**src/rtl/gles_pkg.sv**
```systemverilog
package gles_pkg;

  // Search limits
  localparam int unsigned LINE_MAX      = 4096;
  localparam int unsigned SEARCH_RADIUS = 64;
  localparam int unsigned MIN_SPAN      = 40;

  // Field widths
  localparam int unsigned POS_W     = 12;
  localparam int unsigned SPAN_W    = 13;
  localparam int unsigned GRAD_W    = 10;
  localparam int unsigned SUM_W     = 21;
  localparam int unsigned HITS_W    = 13;
  localparam int unsigned SCORE_W   = 23;
  localparam int unsigned CFG_W     = 10;
  localparam int unsigned CFG_IDX_W = 1;

  localparam int unsigned IN_DATA_W  = 48;
  localparam int unsigned OUT_DATA_W = 40;

  // Result queue depth
  localparam int unsigned RES_DEPTH = 8;

  // Register indexes
  localparam logic [CFG_IDX_W-1:0] REG_HIT_THRESHOLD = 1'b0;
  localparam logic [CFG_IDX_W-1:0] REG_SAMPLE_CLAMP  = 1'b1;

  localparam logic [CFG_W-1:0] HIT_THRESHOLD_RST = 10'd64;
  localparam logic [CFG_W-1:0] SAMPLE_CLAMP_RST  = 10'd320;

  // Item kinds
  localparam logic KIND_HEADER = 1'b0;
  localparam logic KIND_SAMPLE = 1'b1;

  // Record of one item leaving the accumulate stage
  typedef struct packed {
    logic              hdr;
    logic              close;
    logic              jend;
    logic [POS_W-1:0]  pos;
    logic [POS_W-1:0]  pos_delta;
    logic [SPAN_W-1:0] span;
    logic [SUM_W-1:0]  sum;
    logic [HITS_W-1:0] hits;
  } line_t;

  // Record of one item leaving the score pipeline
  typedef struct packed {
    logic                      hdr;
    logic                      close;
    logic                      jend;
    logic [POS_W-1:0]          pos;
    logic                      qual;
    logic signed [SCORE_W-1:0] score;
  } scored_t;

  typedef struct packed {
    logic                      found;
    logic [POS_W-1:0]          pos;
    logic signed [SCORE_W-1:0] score;
  } result_t;

endpackage

```
**src/rtl/gles_score.sv**
```systemverilog
module gles_score (
  input  logic              clk,
  input  logic              rst_n,
  input  logic              line_v,
  input  gles_pkg::line_t   line_in,
  output logic              scored_v,
  output gles_pkg::scored_t scored,
  output logic [1:0]        pend_jend
);

  typedef struct packed {
    logic                          hdr;
    logic                          close;
    logic                          jend;
    logic [gles_pkg::POS_W-1:0]    pos;
    logic                          qual;
    logic [gles_pkg::SCORE_W-1:0]  gain;
    logic [24:0]                   pen;
  } mid_t;

  localparam logic signed [27:0] SAT_HI = 28'sd4194303;
  localparam logic signed [27:0] SAT_LO = -28'sd4194304;

  logic              p1_v_r;
  gles_pkg::line_t   p1_r;
  logic              p2_v_r;
  mid_t              p2_r;
  mid_t              p2_nxt;
  logic              p3_v_r;
  gles_pkg::scored_t p3_r;
  gles_pkg::scored_t p3_nxt;

  logic [17:0]       hits20;
  logic [17:0]       span11;
  logic [25:0]       pen3;
  logic signed [27:0] raw;

  // Stage 1: qualify, gain and distance penalty product
  always_comb begin
    hits20 = ({5'b0, p1_r.hits} << 4) + ({5'b0, p1_r.hits} << 2);
    span11 = ({5'b0, p1_r.span} << 3) + ({5'b0, p1_r.span} << 1) + {5'b0, p1_r.span};
    p2_nxt.hdr   = p1_r.hdr;
    p2_nxt.close = p1_r.close;
    p2_nxt.jend  = p1_r.jend;
    p2_nxt.pos   = p1_r.pos;
    p2_nxt.qual  = p1_r.close
                && (p1_r.span >= gles_pkg::SPAN_W'(gles_pkg::MIN_SPAN))
                && (p1_r.pos_delta <= gles_pkg::POS_W'(gles_pkg::SEARCH_RADIUS))
                && (hits20 >= span11);
    p2_nxt.gain  = {1'b0, p1_r.sum, 1'b0} + {2'b0, p1_r.hits, 8'b0};
    p2_nxt.pen   = {12'b0, p1_r.span} * {13'b0, p1_r.pos_delta};
  end

  // Stage 2: subtract 3x penalty and saturate to the score range
  always_comb begin
    pen3 = {p2_r.pen, 1'b0} + {1'b0, p2_r.pen};
    raw  = $signed({5'b0, p2_r.gain}) - $signed({2'b0, pen3});
    p3_nxt.hdr   = p2_r.hdr;
    p3_nxt.close = p2_r.close;
    p3_nxt.jend  = p2_r.jend;
    p3_nxt.pos   = p2_r.pos;
    p3_nxt.qual  = p2_r.qual;
    if (raw > SAT_HI) begin
      p3_nxt.score = SAT_HI[gles_pkg::SCORE_W-1:0];
    end else if (raw < SAT_LO) begin
      p3_nxt.score = SAT_LO[gles_pkg::SCORE_W-1:0];
    end else begin
      p3_nxt.score = raw[gles_pkg::SCORE_W-1:0];
    end
  end

  always_ff @(posedge clk) begin
    if (!rst_n) begin
      p1_v_r <= 1'b0;
      p2_v_r <= 1'b0;
      p3_v_r <= 1'b0;
    end else begin
      p1_v_r <= line_v;
      p2_v_r <= p1_v_r;
      p3_v_r <= p2_v_r;
    end
  end

  always_ff @(posedge clk) begin
    p1_r <= line_in;
    p2_r <= p2_nxt;
    p3_r <= p3_nxt;
  end

  assign scored_v  = p3_v_r;
  assign scored    = p3_r;
  assign pend_jend = 2'(p1_v_r && p1_r.jend) + 2'(p2_v_r && p2_r.jend)
                   + 2'(p3_v_r && p3_r.jend);

endmodule

```
**src/rtl/gles_res_fifo.sv**
```systemverilog
module gles_res_fifo #(
  parameter int unsigned WIDTH = 36,
  parameter int unsigned DEPTH = gles_pkg::RES_DEPTH
) (
  input  logic                       clk,
  input  logic                       rst_n,
  input  logic                       push,
  input  logic [WIDTH-1:0]           push_data,
  input  logic                       pop,
  output logic [WIDTH-1:0]           pop_data,
  output logic                       not_empty,
  output logic [$clog2(DEPTH+1)-1:0] count
);

  localparam int unsigned PTR_W = $clog2(DEPTH);
  localparam int unsigned CNT_W = $clog2(DEPTH+1);

  logic [WIDTH-1:0] mem_r [DEPTH];
  logic [PTR_W-1:0] wr_ptr_r;
  logic [PTR_W-1:0] rd_ptr_r;
  logic [CNT_W-1:0] count_r;
  logic [CNT_W-1:0] count_nxt;
  logic             do_pop;

  assign do_pop = pop && (count_r != '0);

  always_comb begin
    count_nxt = count_r;
    if (push && !do_pop) begin
      count_nxt = count_r + CNT_W'(1);
    end else if (!push && do_pop) begin
      count_nxt = count_r - CNT_W'(1);
    end
  end

  always_ff @(posedge clk) begin
    if (!rst_n) begin
      wr_ptr_r <= '0;
      rd_ptr_r <= '0;
      count_r  <= '0;
    end else begin
      count_r <= count_nxt;
      if (push) begin
        wr_ptr_r <= (wr_ptr_r == PTR_W'(DEPTH-1)) ? '0 : wr_ptr_r + PTR_W'(1);
      end
      if (do_pop) begin
        rd_ptr_r <= (rd_ptr_r == PTR_W'(DEPTH-1)) ? '0 : rd_ptr_r + PTR_W'(1);
      end
    end
  end

  always_ff @(posedge clk) begin
    if (push) begin
      mem_r[wr_ptr_r] <= push_data;
    end
  end

  assign pop_data  = mem_r[rd_ptr_r];
  assign not_empty = (count_r != '0);
  assign count     = count_r;

endmodule

```
**src/rtl/gradient_line_edge_search.sv**
```systemverilog
// Picks the best-scoring candidate edge line from a stream of gradient
// samples. Send a header item (tuser = 0) with the expected position and line
// length, then the samples of each line (tuser = 1), line_last on the last
// sample of a line and tlast on the last sample of the job. One item is taken
// every cycle while in_tready is high: sample accumulation happens as the item
// is accepted, and the line score runs through a three-stage pipeline (qualify
// and multiply, saturate, best compare). The job's single result item goes
// into an 8-entry queue after its last sample's best compare; in_tready drops
// only when queued results plus job ends still in the pipeline fill it, which
// takes a stalled output side. Configuration writes are taken at once.
module gradient_line_edge_search (
  input  logic                                clk,
  input  logic                                rst_n,
  input  logic                                cfg_we,
  input  logic [gles_pkg::CFG_IDX_W-1:0]      cfg_idx,
  input  logic [gles_pkg::CFG_W-1:0]          cfg_wdata,
  input  logic                                in_tvalid,
  output logic                                in_tready,
  // expected_pos[11:0], line_span[24:12], grad_value[34:25], line_pos[46:35],
  // line_last[47]
  input  logic [gles_pkg::IN_DATA_W-1:0]      in_tdata,
  // kind[0]
  input  logic                                in_tuser,
  input  logic                                in_tlast,
  output logic                                out_tvalid,
  input  logic                                out_tready,
  // edge_pos[11:0], edge_score[34:12], zero[39:35]
  output logic [gles_pkg::OUT_DATA_W-1:0]     out_tdata,
  // found[0]
  output logic                                out_tuser
);

  localparam int unsigned CNT_W = $clog2(gles_pkg::RES_DEPTH + 1);
  localparam int unsigned RES_W = $bits(gles_pkg::result_t);

  logic [gles_pkg::CFG_W-1:0]   hit_thr_r;
  logic [gles_pkg::CFG_W-1:0]   clamp_r;

  logic [gles_pkg::SUM_W-1:0]   line_sum_r;
  logic [gles_pkg::SUM_W-1:0]   line_sum_nxt;
  logic [gles_pkg::HITS_W-1:0]  line_hits_r;
  logic [gles_pkg::HITS_W-1:0]  line_hits_nxt;
  logic [gles_pkg::POS_W-1:0]   job_expected_r;
  logic [gles_pkg::SPAN_W-1:0]  job_span_r;

  logic                         have_best_r;
  logic [gles_pkg::POS_W-1:0]   best_pos_r;
  logic signed [gles_pkg::SCORE_W-1:0] best_score_r;

  logic                         acc;
  logic                         is_sample;
  logic [gles_pkg::POS_W-1:0]   f_expected;
  logic [gles_pkg::SPAN_W-1:0]  f_span;
  logic [gles_pkg::GRAD_W-1:0]  f_grad;
  logic [gles_pkg::POS_W-1:0]   f_pos;
  logic                         f_line_last;

  logic [gles_pkg::GRAD_W-1:0]  clamped;
  logic [gles_pkg::SUM_W:0]     sum_add;
  logic [gles_pkg::SUM_W-1:0]   sum_upd;
  logic [gles_pkg::HITS_W-1:0]  hits_upd;
  gles_pkg::line_t              line_rec;

  logic                         scored_v;
  gles_pkg::scored_t            scored;
  logic [1:0]                   pend_jend;

  logic                         take;
  logic                         cand_have;
  logic [gles_pkg::POS_W-1:0]   cand_pos;
  logic signed [gles_pkg::SCORE_W-1:0] cand_score;
  logic                         push;
  gles_pkg::result_t            push_res;
  logic [RES_W-1:0]             head_bits;
  gles_pkg::result_t            head_res;
  logic [CNT_W-1:0]             q_count;

  assign f_expected  = in_tdata[11:0];
  assign f_span      = in_tdata[24:12];
  assign f_grad      = in_tdata[34:25];
  assign f_pos       = in_tdata[46:35];
  assign f_line_last = in_tdata[47];

  assign in_tready = (4'(q_count) + 4'(pend_jend)) < 4'(gles_pkg::RES_DEPTH);
  assign acc       = in_tvalid && in_tready;
  assign is_sample = (in_tuser == gles_pkg::KIND_SAMPLE);

  // Configuration
  always_ff @(posedge clk) begin
    if (!rst_n) begin
      hit_thr_r <= gles_pkg::HIT_THRESHOLD_RST;
      clamp_r   <= gles_pkg::SAMPLE_CLAMP_RST;
    end else if (cfg_we) begin
      case (cfg_idx)
        gles_pkg::REG_HIT_THRESHOLD: hit_thr_r <= cfg_wdata;
        gles_pkg::REG_SAMPLE_CLAMP:  clamp_r   <= cfg_wdata;
        default: ;
      endcase
    end
  end

  // Accumulate the current line as the item is accepted
  always_comb begin
    clamped  = (f_grad < clamp_r) ? f_grad : clamp_r;
    sum_add  = {1'b0, line_sum_r} + (gles_pkg::SUM_W+1)'(clamped);
    sum_upd  = sum_add[gles_pkg::SUM_W] ? '1 : sum_add[gles_pkg::SUM_W-1:0];
    hits_upd = line_hits_r;
    if ((f_grad >= hit_thr_r) && (line_hits_r != '1)) begin
      hits_upd = line_hits_r + gles_pkg::HITS_W'(1);
    end

    line_rec.hdr       = !is_sample;
    line_rec.close     = is_sample && (f_line_last || in_tlast);
    line_rec.jend      = is_sample && in_tlast;
    line_rec.pos       = f_pos;
    line_rec.pos_delta = (f_pos >= job_expected_r) ? f_pos - job_expected_r
                                                   : job_expected_r - f_pos;
    line_rec.span      = job_span_r;
    line_rec.sum       = sum_upd;
    line_rec.hits      = hits_upd;

    if (!is_sample || line_rec.close) begin
      line_sum_nxt  = '0;
      line_hits_nxt = '0;
    end else begin
      line_sum_nxt  = sum_upd;
      line_hits_nxt = hits_upd;
    end
  end

  always_ff @(posedge clk) begin
    if (!rst_n) begin
      line_sum_r     <= '0;
      line_hits_r    <= '0;
      job_expected_r <= '0;
      job_span_r     <= '0;
    end else if (acc) begin
      line_sum_r  <= line_sum_nxt;
      line_hits_r <= line_hits_nxt;
      if (!is_sample) begin
        job_expected_r <= f_expected;
        job_span_r     <= ({1'b0, f_span} > 14'(gles_pkg::LINE_MAX))
                          ? gles_pkg::SPAN_W'(gles_pkg::LINE_MAX) : f_span;
      end
    end
  end

  gles_score u_score (
    .clk       (clk),
    .rst_n     (rst_n),
    .line_v    (acc),
    .line_in   (line_rec),
    .scored_v  (scored_v),
    .scored    (scored),
    .pend_jend (pend_jend)
  );

  // Best line tracking; earliest line keeps a tie
  always_comb begin
    take       = scored.close && scored.qual
              && (!have_best_r || (scored.score > best_score_r));
    cand_have  = have_best_r || take;
    cand_pos   = take ? scored.pos : best_pos_r;
    cand_score = take ? scored.score : best_score_r;

    push           = scored_v && scored.jend;
    push_res.found = cand_have;
    push_res.pos   = cand_have ? cand_pos : '0;
    push_res.score = cand_have ? cand_score : '0;
  end

  always_ff @(posedge clk) begin
    if (!rst_n) begin
      have_best_r  <= 1'b0;
      best_pos_r   <= '0;
      best_score_r <= '0;
    end else if (scored_v) begin
      if (scored.hdr || scored.jend) begin
        have_best_r  <= 1'b0;
        best_pos_r   <= '0;
        best_score_r <= '0;
      end else begin
        have_best_r  <= cand_have;
        best_pos_r   <= cand_pos;
        best_score_r <= cand_score;
      end
    end
  end

  gles_res_fifo #(
    .WIDTH (RES_W),
    .DEPTH (gles_pkg::RES_DEPTH)
  ) u_res_fifo (
    .clk       (clk),
    .rst_n     (rst_n),
    .push      (push),
    .push_data (push_res),
    .pop       (out_tready),
    .pop_data  (head_bits),
    .not_empty (out_tvalid),
    .count     (q_count)
  );

  assign head_res  = head_bits;
  assign out_tuser = head_res.found;
  assign out_tdata = {5'b0, head_res.score, head_res.pos};

endmodule

```
**config.mk**
```make
export PLATFORM = sky130hd
export DESIGN_NAME = gradient_line_edge_search
export DESIGN_NICKNAME = d
export VERILOG_FILES = /design/src/rtl/gles_pkg.sv /design/src/rtl/gles_score.sv /design/src/rtl/gles_res_fifo.sv /design/src/rtl/gradient_line_edge_search.sv
export SDC_FILE = /design/constraint.sdc
export NUM_CORES = 1
export LEC_CHECK = 0
export ABC_AREA = 1
export BUFFER_PORTS_ARGS = -buffer_cell sky130_fd_sc_hd__buf_4
export CAP_MARGIN = 20
export CORE_MARGIN = 2
export CORE_UTILIZATION = 25
export CTS_BUF_LIST = sky130_fd_sc_hd__clkbuf_8
export CTS_CLUSTER_SIZE = 30
export DETAILED_ROUTE_END_ITERATION = 12
export MAX_ROUTING_LAYER = met4
export PLACE_DENSITY = 0.43
export SLEW_MARGIN = 25
export SYNTH_ARGS = -nofsm -noshare
export SYNTH_HDL_FRONTEND = slang
export SYNTH_SLANG_ARGS = --single-unit
```
**constraint.sdc**
```tcl
create_clock -name clk -period 6.65 [get_ports clk]
set_clock_uncertainty 0.2 [all_clocks]
set_input_delay 0.665 -clock clk [delete_from_list [all_inputs] [get_ports clk]]
set_output_delay 0.665 -clock clk [all_outputs]
set_load 0.005 [all_outputs]
```
# Word-level counts from Yosys, hierarchy flattened
# Memories as Yosys holds them, arrays and structs flattened. A register that Yosys moved wholly into a read port is not among the register bits.
# Index checks and enable logic that the tools add are counted.
[word_totals]
mem_bits_rw = 288
regBits = 305
wordCells = 123
out_inout_bits = 43
memories = 1
[memory_table]
columns = ["memory", "words", "width", "rd", "rd_ports_with_merged_regs", "wr", "line_no", "rtl"]
rows = [
  ["u_res_fifo.mem_r", 8, 36, 1, 1, 1, "gles_res_fifo.sv:18", "logic [WIDTH-1:0] mem_r [DEPTH];"],
]
[op_classes]
addsub = 17
muxes = 23
reduce_logical = 29
mul = 1
n_eq_ne = 3
n_bitwise = 2
magnitude_cmp = 11
[op_table]
columns = ["op", "count"]
rows = [
  ["two-way mux 23 bit", 4],
  ["two-way mux 12 bit", 4],
  ["two-way mux 21 bit", 2],
  ["two-way mux 13 bit", 3],
  ["> comparator 28 x 23 -> 1 bit (second input constant)", 1],
  ["less-than comparator 28 x 23 -> 1 bit (second input constant)", 1],
  ["subtractor 23 x 26 -> 27 bit", 1],
  ["adder 26 x 25 -> 26 bit", 1],
  ["multiplier 13 x 12 -> 25 bit", 1],
  ["subtractor 12 bit", 2],
  ["adder 22 x 21 -> 23 bit", 1],
  ["> comparator 23 bit", 1],
  ["adder 21 x 10 -> 22 bit", 1],
  ["adder 17 x 15 -> 18 bit", 1],
  ["adder 18 x 13 -> 18 bit", 1],
  [">= comparator 18 bit", 1],
  ["adder 16 x 14 -> 17 bit", 1],
  ["logical AND 1 bit", 15],
  ["adder 13 x 1 -> 13 bit (second input constant)", 1],
  [">= comparator 13 x 6 -> 1 bit (second input constant)", 1],
  ["> comparator 13 bit (second input constant)", 1],
  ["inequality test 13 bit (second input constant)", 1],
  [">= comparator 12 bit", 1],
  ["less-or-equal comparator 12 x 7 -> 1 bit (second input constant)", 1],
  ["20 further kinds", 38],
]

# Logic depth before layout (Yosys ltp)
# Gate-level depths: netlist (run 1).
[logic_depth]
word_depth = 7
ltp_mapped = 29

# Cells and area by module
# Synthesis (run 1) repeated with hierarchy kept, for this count alone.
[hier_totals]
hier_cells = 4141
hier_area_um2 = 34674.5
[modules_own_cells]
columns = ["mod", "area_per_inst_um2", "instances", "seq_area_each_um2", "cells_per_inst"]
rows = [
  ["gles_score", 14024.7, 1, 3583.4, 1765],
  ["gles_res_fifo", 12090.3, 1, 8908.5, 1044],
  ["gradient_line_edge_search", 8559.5, 1, 2302.2, 1332],
]

# Worst setup path before layout (run 1)
# No wires, ideal clock.
[synth_path]
path_type = "register to register"
start = "reg u_score.p1_r[35] (netlist name)"
end = "reg u_score.p2_r[17] (netlist name)"
period_less_slack_ns = 5.297
t_required_ns = 6.378
path_slack_ns = 1.353
path_buffers = 1
arrival_ns = 5.026
setup_time_ns = 0.072
path_stages_with_launch = 21
cell_sequence = "dfxtp_1 -> clkbuf_1 -> nand2_1 -> fa_1 -> fa_1 -> inv_1 -> fa_1 -> inv_1 -> fa_1 -> inv_1 -> fa_1 -> ha_1 -> nand2_1 -> nor2_1 -> nand2_1 -> o211ai_1 -> a31oi_1 -> o21ai_0 -> inv_1 -> o21ai_0 -> xor2_1"
[synth_rtl]
columns = ["element", "line_no", "rtl"]
rows = [
  ["start, declared", "gles_score.sv:25", "gles_pkg::line_t p1_r;"],
  ["start signal, assigned", "gles_score.sv:85", "p1_r <= line_in;"],
  ["end signal, assigned", "gles_score.sv:86", "p2_r <= p2_nxt;"],
  ["end, declared", "gles_score.sv:27", "mid_t p2_r;"],
]

==> metrics.txt, run 1 <==
clk root buf=clkbuf_8; largest net degree at the start of global routing=92; asr flop ratio synth=0%; Main synth FF type=dfxtp_1; Port Buf Inserts=103; startpoint types=flop; critical path class=flop to flop; share of the synthesized area in the top cell type=25.4%; Clock Latency Late Sink=0.80 ns; Worst slew margin=29.7%; status=complete, no violations; TritonRoute pass-1 iters=5; Clock Sinks=595; Sw Pwr=4810 uW; Setup Viol. Count Final=0; first-pass GRT wire length=147 mm; I/O Pins=109; htree depth=3; Synth Warn #=0; FF/Latch Area=14800 um2; clock buffer depth=3; met3 Use GR=2.10%; Starting Density=25.2%; PD cells=317 nW/um2; Critical Path Most Common Cell=fa_1; Final Routed Wirelength=92.8 mm; gr ovfl total=0; Vias=25800; Crit. End Element=flop; vias in the first global route=25900; share of layout cells above drive strength 1=8.25%; number of max-cap violations=0; M2 GR Usage=22.4%; pre-CTS setup slack=0.883 ns; Post-synth top cells=755 x nand2_1, 464 x inv_1, 431 x nor2_1; cts repair resizes=0; Core Util, Final=29.1%; Post-Syn Area=34100 um2; Mapped Avg Cell Area=8.74 um2; Synth area leaders=edfxtp_1 25%, dfxtp_1 18%, ha_1 9.4%, nand2_1 8.3%, fa_1 7.0%; Post-DRT Antenna Nets=0; setup_tns=0 ns; clock slew at reported path FFs=0.06 ns; Min Hold Slack=0.126 ns; fin worst setup slack=0.862 ns; die height=373 um; most frequent cell after synthesis=nand2_1; cts bufs inserted=102; critical path's largest stage delay=0.80 ns; worst-margin pin slew=1.05 ns; Setup Buffers After CTS=0; most used routing layer=met2; Gate Count Post-Synth=3900; final-report hold violation count=0; fillers=14500; CP required=7.14 ns; Cell Int Power=7690 uW; final clock period utilization by the worst path=87.0%; CP max-delay cell=dfxtp_1; Flop pwr share=35.5%; Hold Buf Count CTS=56; worst-path cell chain=nand2_1 -> fa_1 -> fa_1 -> inv_1 -> fa_1 -> inv_1 -> fa_1 -> inv_1 -> fa_1 -> ha_1 -> nand2_1 -> nor2_1 -> nand2_1 -> o211ai_1 -> a31oi_1 -> o21ai_0 -> inv_1 -> o21ai_0 -> xor2_1; hpwl dp=64.7 mm; cell family with most CP delay=adder cells; Layout Nets=4497; total track usage=13.7%; CP Data Arrival Time=6.28 ns; combinational power share=36.6%; Vias/cell=4.36; number of distinct library cells after synthesis=60; Core Region=135000 um2; # rows=135; Clock Power Share=27.9%; Leakage=0.0173 uW; Multi-input gate area=17000 um2; Switching Share=38.5%; dpl cells=5676; DRC=0; DR iter-0 viols=1418; antenna violations before repair=3; register area share after synthesis=43.4%; WL per Instance=15.7 um; Area growth syn-to-layout=15.8%; Worst IR Drop VDD=168 uV; Hold WC Path Type=flop to flop; number of synthesized flops with an enable pin=288; Layout Cells excl Fill=5915; met1 Use GR=17.7%; Critical path buffers and inverters=4; gpl congestion=0.825; Die Span X=373 um; maximum fanout along the worst path=18; Synth Register Bits=595; Final Max Slew Viols=0; min Tclk post-route=5.79 ns; area leader, netlist=edfxtp_1; die area=139000 um2; RSZ-0062 raised after global routing=no; Fmax achieved=173 MHz; CTS tree=built
-- state kept, by name, summed over array words and instances (netlist names), 10 cells and up, named ones only --
signal and count:
u_res_fifo.mem_r 288, u_score.p1_r 74, u_score.p2_r 63, u_score.scored 39, best_score_r 23, line_sum_r 21, job_span_r 13, line_hits_r 13
best_pos_r 12, job_expected_r 12, clamp_r 10, hit_thr_r 10
-- logic make-up (layout without fill, tap and decap cells) --
family | after synthesis | count (layout) | synth area share (%)
AO/OA/AOI/OAI | 725 | 725 | 11.6
XOR/XNOR | 140 | 140 | 3.60
adder cells (fa/ha/maj) | 376 | 376 | 16.4
buffers and inverters | 615 | 843 | 7.07
flip-flops | 595 | 595 | 43.4
multiplexers | 7 | 7 | 0.224
other | 2 | 8 | 0.0220
AND/OR/NAND/NOR | 1440 | 1440 | 17.6
-- through the flow --
| stage | instance area, um2 | power (uW) |
|---|---|---|
| floorplan | 34100 | 7560 |
| finish | 39500 | 12500 |
| global route | 39500 | 13500 |
| CTS | 39500 | 12800 |
| global placement | 36800 | 9150 |
| detailed placement | 36800 | 9150 |
-- cell usage in the layout, fill, tap and decap left out, types with 9 or more instances in the layout --
| cell type | count |
|---|---|
| o21ai_0 | 257 |
| nand2_1 | 755 |
| nor2_1 | 422 |
| nand3_1 | 114 |
| nand2_2 | 11 |
| dfxtp_1 | 305 |
| o211ai_1 | 12 |
| ha_1 | 256 |
| nand4_1 | 26 |
| xor2_1 | 99 |
| xnor2_1 | 41 |
| o22ai_1 | 36 |
| clkinv_2 | 10 |
| clkbuf_8 | 118 |
| clkinv_1 | 10 |
| a21o_1 | 15 |
| edfxtp_1 | 288 |
| buf_4 | 132 |
| nor4_1 | 9 |
| o21ai_1 | 13 |
| a21oi_1 | 297 |
| inv_1 | 492 |
| nor3_1 | 23 |
| a31oi_1 | 46 |
| nand3b_1 | 42 |
| fa_1 | 120 |
| dlygate4sd3_1 | 56 |
-- routing by layer --
layer  up-vias  share of wire [%]
li1      13200                  -
met1     12100                 48
met2       350                 47
met3       123                3.1
met4         0                1.9
met5         -                  0
-- final timing paths --
path                                        from                 end  slack [ns]  cells after the start
worst max-delay path            u_score.p1_r[35]    u_score.p2_r[17]        0.86                     19
worst min-delay path            u_score.p2_r[58]  u_score.scored[33]        0.13                      0
worst min register to register  u_score.p2_r[58]  u_score.scored[33]        0.13                      0
worst max register to register  u_score.p1_r[35]    u_score.p2_r[17]        0.86                     19
-- worst register-to-register path, stage by stage (launching register included) --
cell	delay, ns
dfxtp_1	0.80
nand2_1	0.18
fa_1	0.52
fa_1	0.57
inv_1	0.06
fa_1	0.53
inv_1	0.05
fa_1	0.53
inv_1	0.05
fa_1	0.47
ha_1	0.39
nand2_1	0.12
nor2_1	0.19
nand2_1	0.07
o211ai_1	0.11
a31oi_1	0.10
o21ai_0	0.28
inv_1	0.09
o21ai_0	0.20
xor2_1	0.15
-- power groups by stage --
| stage | Clock (uW) | Combinational (uW) | Sequential (uW) |
|---|---|---|---|
| global route | 3770 | 5230 | 4480 |
| detailed placement | 0 | 4630 | 4520 |
| global placement | 0 | 4630 | 4520 |
| floorplan | 0 | 3290 | 4270 |
| finish | 3480 | 4570 | 4440 |
| CTS | 3630 | 4680 | 4440 |
-- final cells by class --
| type | count | share of cell area [%] |
|---|---|---|
| repair buffers | 188 | 3.93 |
| diodes | 2 | 0.0127 |
| well taps | 1781 | 5.65 |
| flip-flops and latches | 595 | 37.5 |
| inverters | 474 | 4.52 |
| clock inverters | 63 | 1.27 |
| multi-input cells | 2694 | 43.0 |
| clock buffers | 118 | 4.12 |
Note: power is estimated with default switching activity, not from simulation.
==> run 2, diff against run 1 <==
--- a/config.mk
+++ b/config.mk
@@ -15,6 +15,7 @@
 export DETAILED_ROUTE_END_ITERATION = 12
 export MAX_ROUTING_LAYER = met4
 export PLACE_DENSITY = 0.43
+export RECOVER_POWER = 50
 export SLEW_MARGIN = 25
 export SYNTH_ARGS = -nofsm -noshare
 export SYNTH_HDL_FRONTEND = slang
==> constraint.sdc (replaced) <==
create_clock -name clk -period 5.8 [get_ports clk]
set_clock_uncertainty 0.2 [all_clocks]
set_input_delay 0.58 -clock clk [delete_from_list [all_inputs] [get_ports clk]]
set_output_delay 0.58 -clock clk [all_outputs]
set_load 0.005 [all_outputs]
==> metrics.txt, run 2 (synthesized netlist as in run 1, its figures left out) <==
Final Routed Wirelength=93.2 mm; Largest register FFs=288; Worst IR Drop VDD=160 uV; WL per Instance=15.7 um; share of layout cells above drive strength 1=7.62%; Core Util, Final=29.1%; min Tclk post-route=5.38 ns; CP required=6.20 ns; worst-margin pin slew=3.07 ns; Die Span X=373 um; Leakage=0.0173 uW; CP Data Arrival Time=5.78 ns; Fmax achieved=186 MHz; Setup Buffers After CTS=0; antenna violations before repair=2; die height=373 um; clk root buf=clkbuf_8; die area=139000 um2; clock buffer depth=3; maximum fanout along the worst path=8; Starting Density=25.2%; Largest regs=u_res_fifo.mem_r: 288 flops, u_score.p1_r: 74 flops, u_score.p2_r: 63 flops; clock slew at reported path FFs=0.06 ns; Area growth syn-to-layout=15.6%; Vias/cell=4.36; Crit. End Element=flop; DRC=0; TritonRoute pass-1 iters=5; total track usage=13.7%; Core Region=135000 um2; first-pass GRT wire length=148 mm; # rows=135; number of max-cap violations=11; most common cell after layout, fill and taps aside=nand2_1; Port Buf Inserts=103; Final Max Slew Viols=416; status=complete, but fails checks; commonest non-fill, non-tap cells in the layout=756 x nand2_1, 520 x inv_1, 422 x nor2_1, 301 x dfxtp_1, 297 x a21oi_1; setup_tns=0 ns; Post-DRT Antenna Nets=0; I/O Pins=109; hpwl dp=65.7 mm; pre-CTS setup slack=0.262 ns; vias in the first global route=26400; Worst slew margin=-105%; gpl congestion=0.826; startpoint types=flop; Vias=25900; Layout Cells excl Fill=5943; final-report hold violation count=0; Hold WC Path Type=input pin to flop; Clock Latency Late Sink=0.78 ns; cts bufs inserted=104; Setup Viol. Count Final=0; gr ovfl total=0; critical path class=flop to flop; PD cells=358 nW/um2; dpl cells=5695; failing checks=capacitance limit, slew limit; CTS tree=built; largest net degree at the start of global routing=104; RSZ-0062 raised after global routing=no; Layout Nets=4518; DR iter-0 viols=1395; htree depth=3; Clock Sinks=595; fin worst setup slack=0.420 ns; Largest Register=u_res_fifo.mem_r; final clock period utilization by the worst path=92.8%
[run 2: cell count changes in the layout (fill, tap and decap cells not counted), sizes merged]
| cell | delta |
|---|---|
| buf | -8 |
| clkinv | -9 |
| bufinv | -4 |
| clkbuf | +27 |
| inv | +22 |
[run 2: routing by layer]
layer / wire, um / up-vias / global-route usage, %
met5: 0 / - / -
met4: 2080 / 0 / 3.80
met3: 2840 / 131 / 1.84
met2: 43000 / 368 / 22.3
met1: 45300 / 12200 / 18.0
li1: - / 13300 / -
[run 2: layout make-up]
type / instances / area, um2
inverters: 474 / 1790
diodes: 2 / 5.00
fillers: 14600 / 96100
clock buffers: 118 / 1620
repair buffers: 207 / 1610
flip-flops and latches: 595 / 14800
clock inverters: 72 / 400
well taps: 1781 / 2230
multi-input cells: 2694 / 16900
[run 2: final timing paths]
path	startpoint	to	slack, ns	cells past startpoint
worst max-delay path	u_score.p1_r[50]	u_score.p2_r[22]	0.42	20
worst min-delay path	out_tready	flop	0.11	4
worst max register to register	u_score.p1_r[50]	u_score.p2_r[22]	0.42	20
worst min register to register	u_score.p2_r[50]	u_score.scored[25]	0.12	0
[run 2: through the flow]
stage	instance area, um2	power (uW)	hold WS [ns]
floorplan	34100	8660	0.110
global placement	36900	10500	0.113
detailed placement	36900	10500	0.112
CTS	39500	14400	0.0178
global route	39400	15200	0.123
finish	39400	14100	0.113
[run 2: worst max-delay path: stages, from the launching register on]
cell	delay, ns
dfxtp_1	0.51
buf_4	0.22
nand2_1	0.07
fa_1	0.49
inv_1	0.05
ha_1	0.21
fa_1	0.53
inv_1	0.05
fa_1	0.47
fa_1	0.54
inv_1	0.04
ha_1	0.35
a21oi_1	0.15
nand2_1	0.13
a21oi_1	0.22
o21ai_0	0.17
a21boi_1	0.32
o21bai_1	0.15
nand2_1	0.09
o211ai_1	0.09
xor2_1	0.16
[run 2: what timing repair did]
| item | 4_1_cts | 5_1_grt |
|---|---|---|
| hold buffers | 56 | 0 |
| endpoints found under the setup margin | 0 | 5 |
| endpoints found under the hold margin | 63 | 0 |
| resized for setup | 0 | 7 |
[run 2: where the power goes]
part           internal [uW]  switching (uW)
Combinational           2010            3360
Clock                   1950            1800
Sequential              4690             291
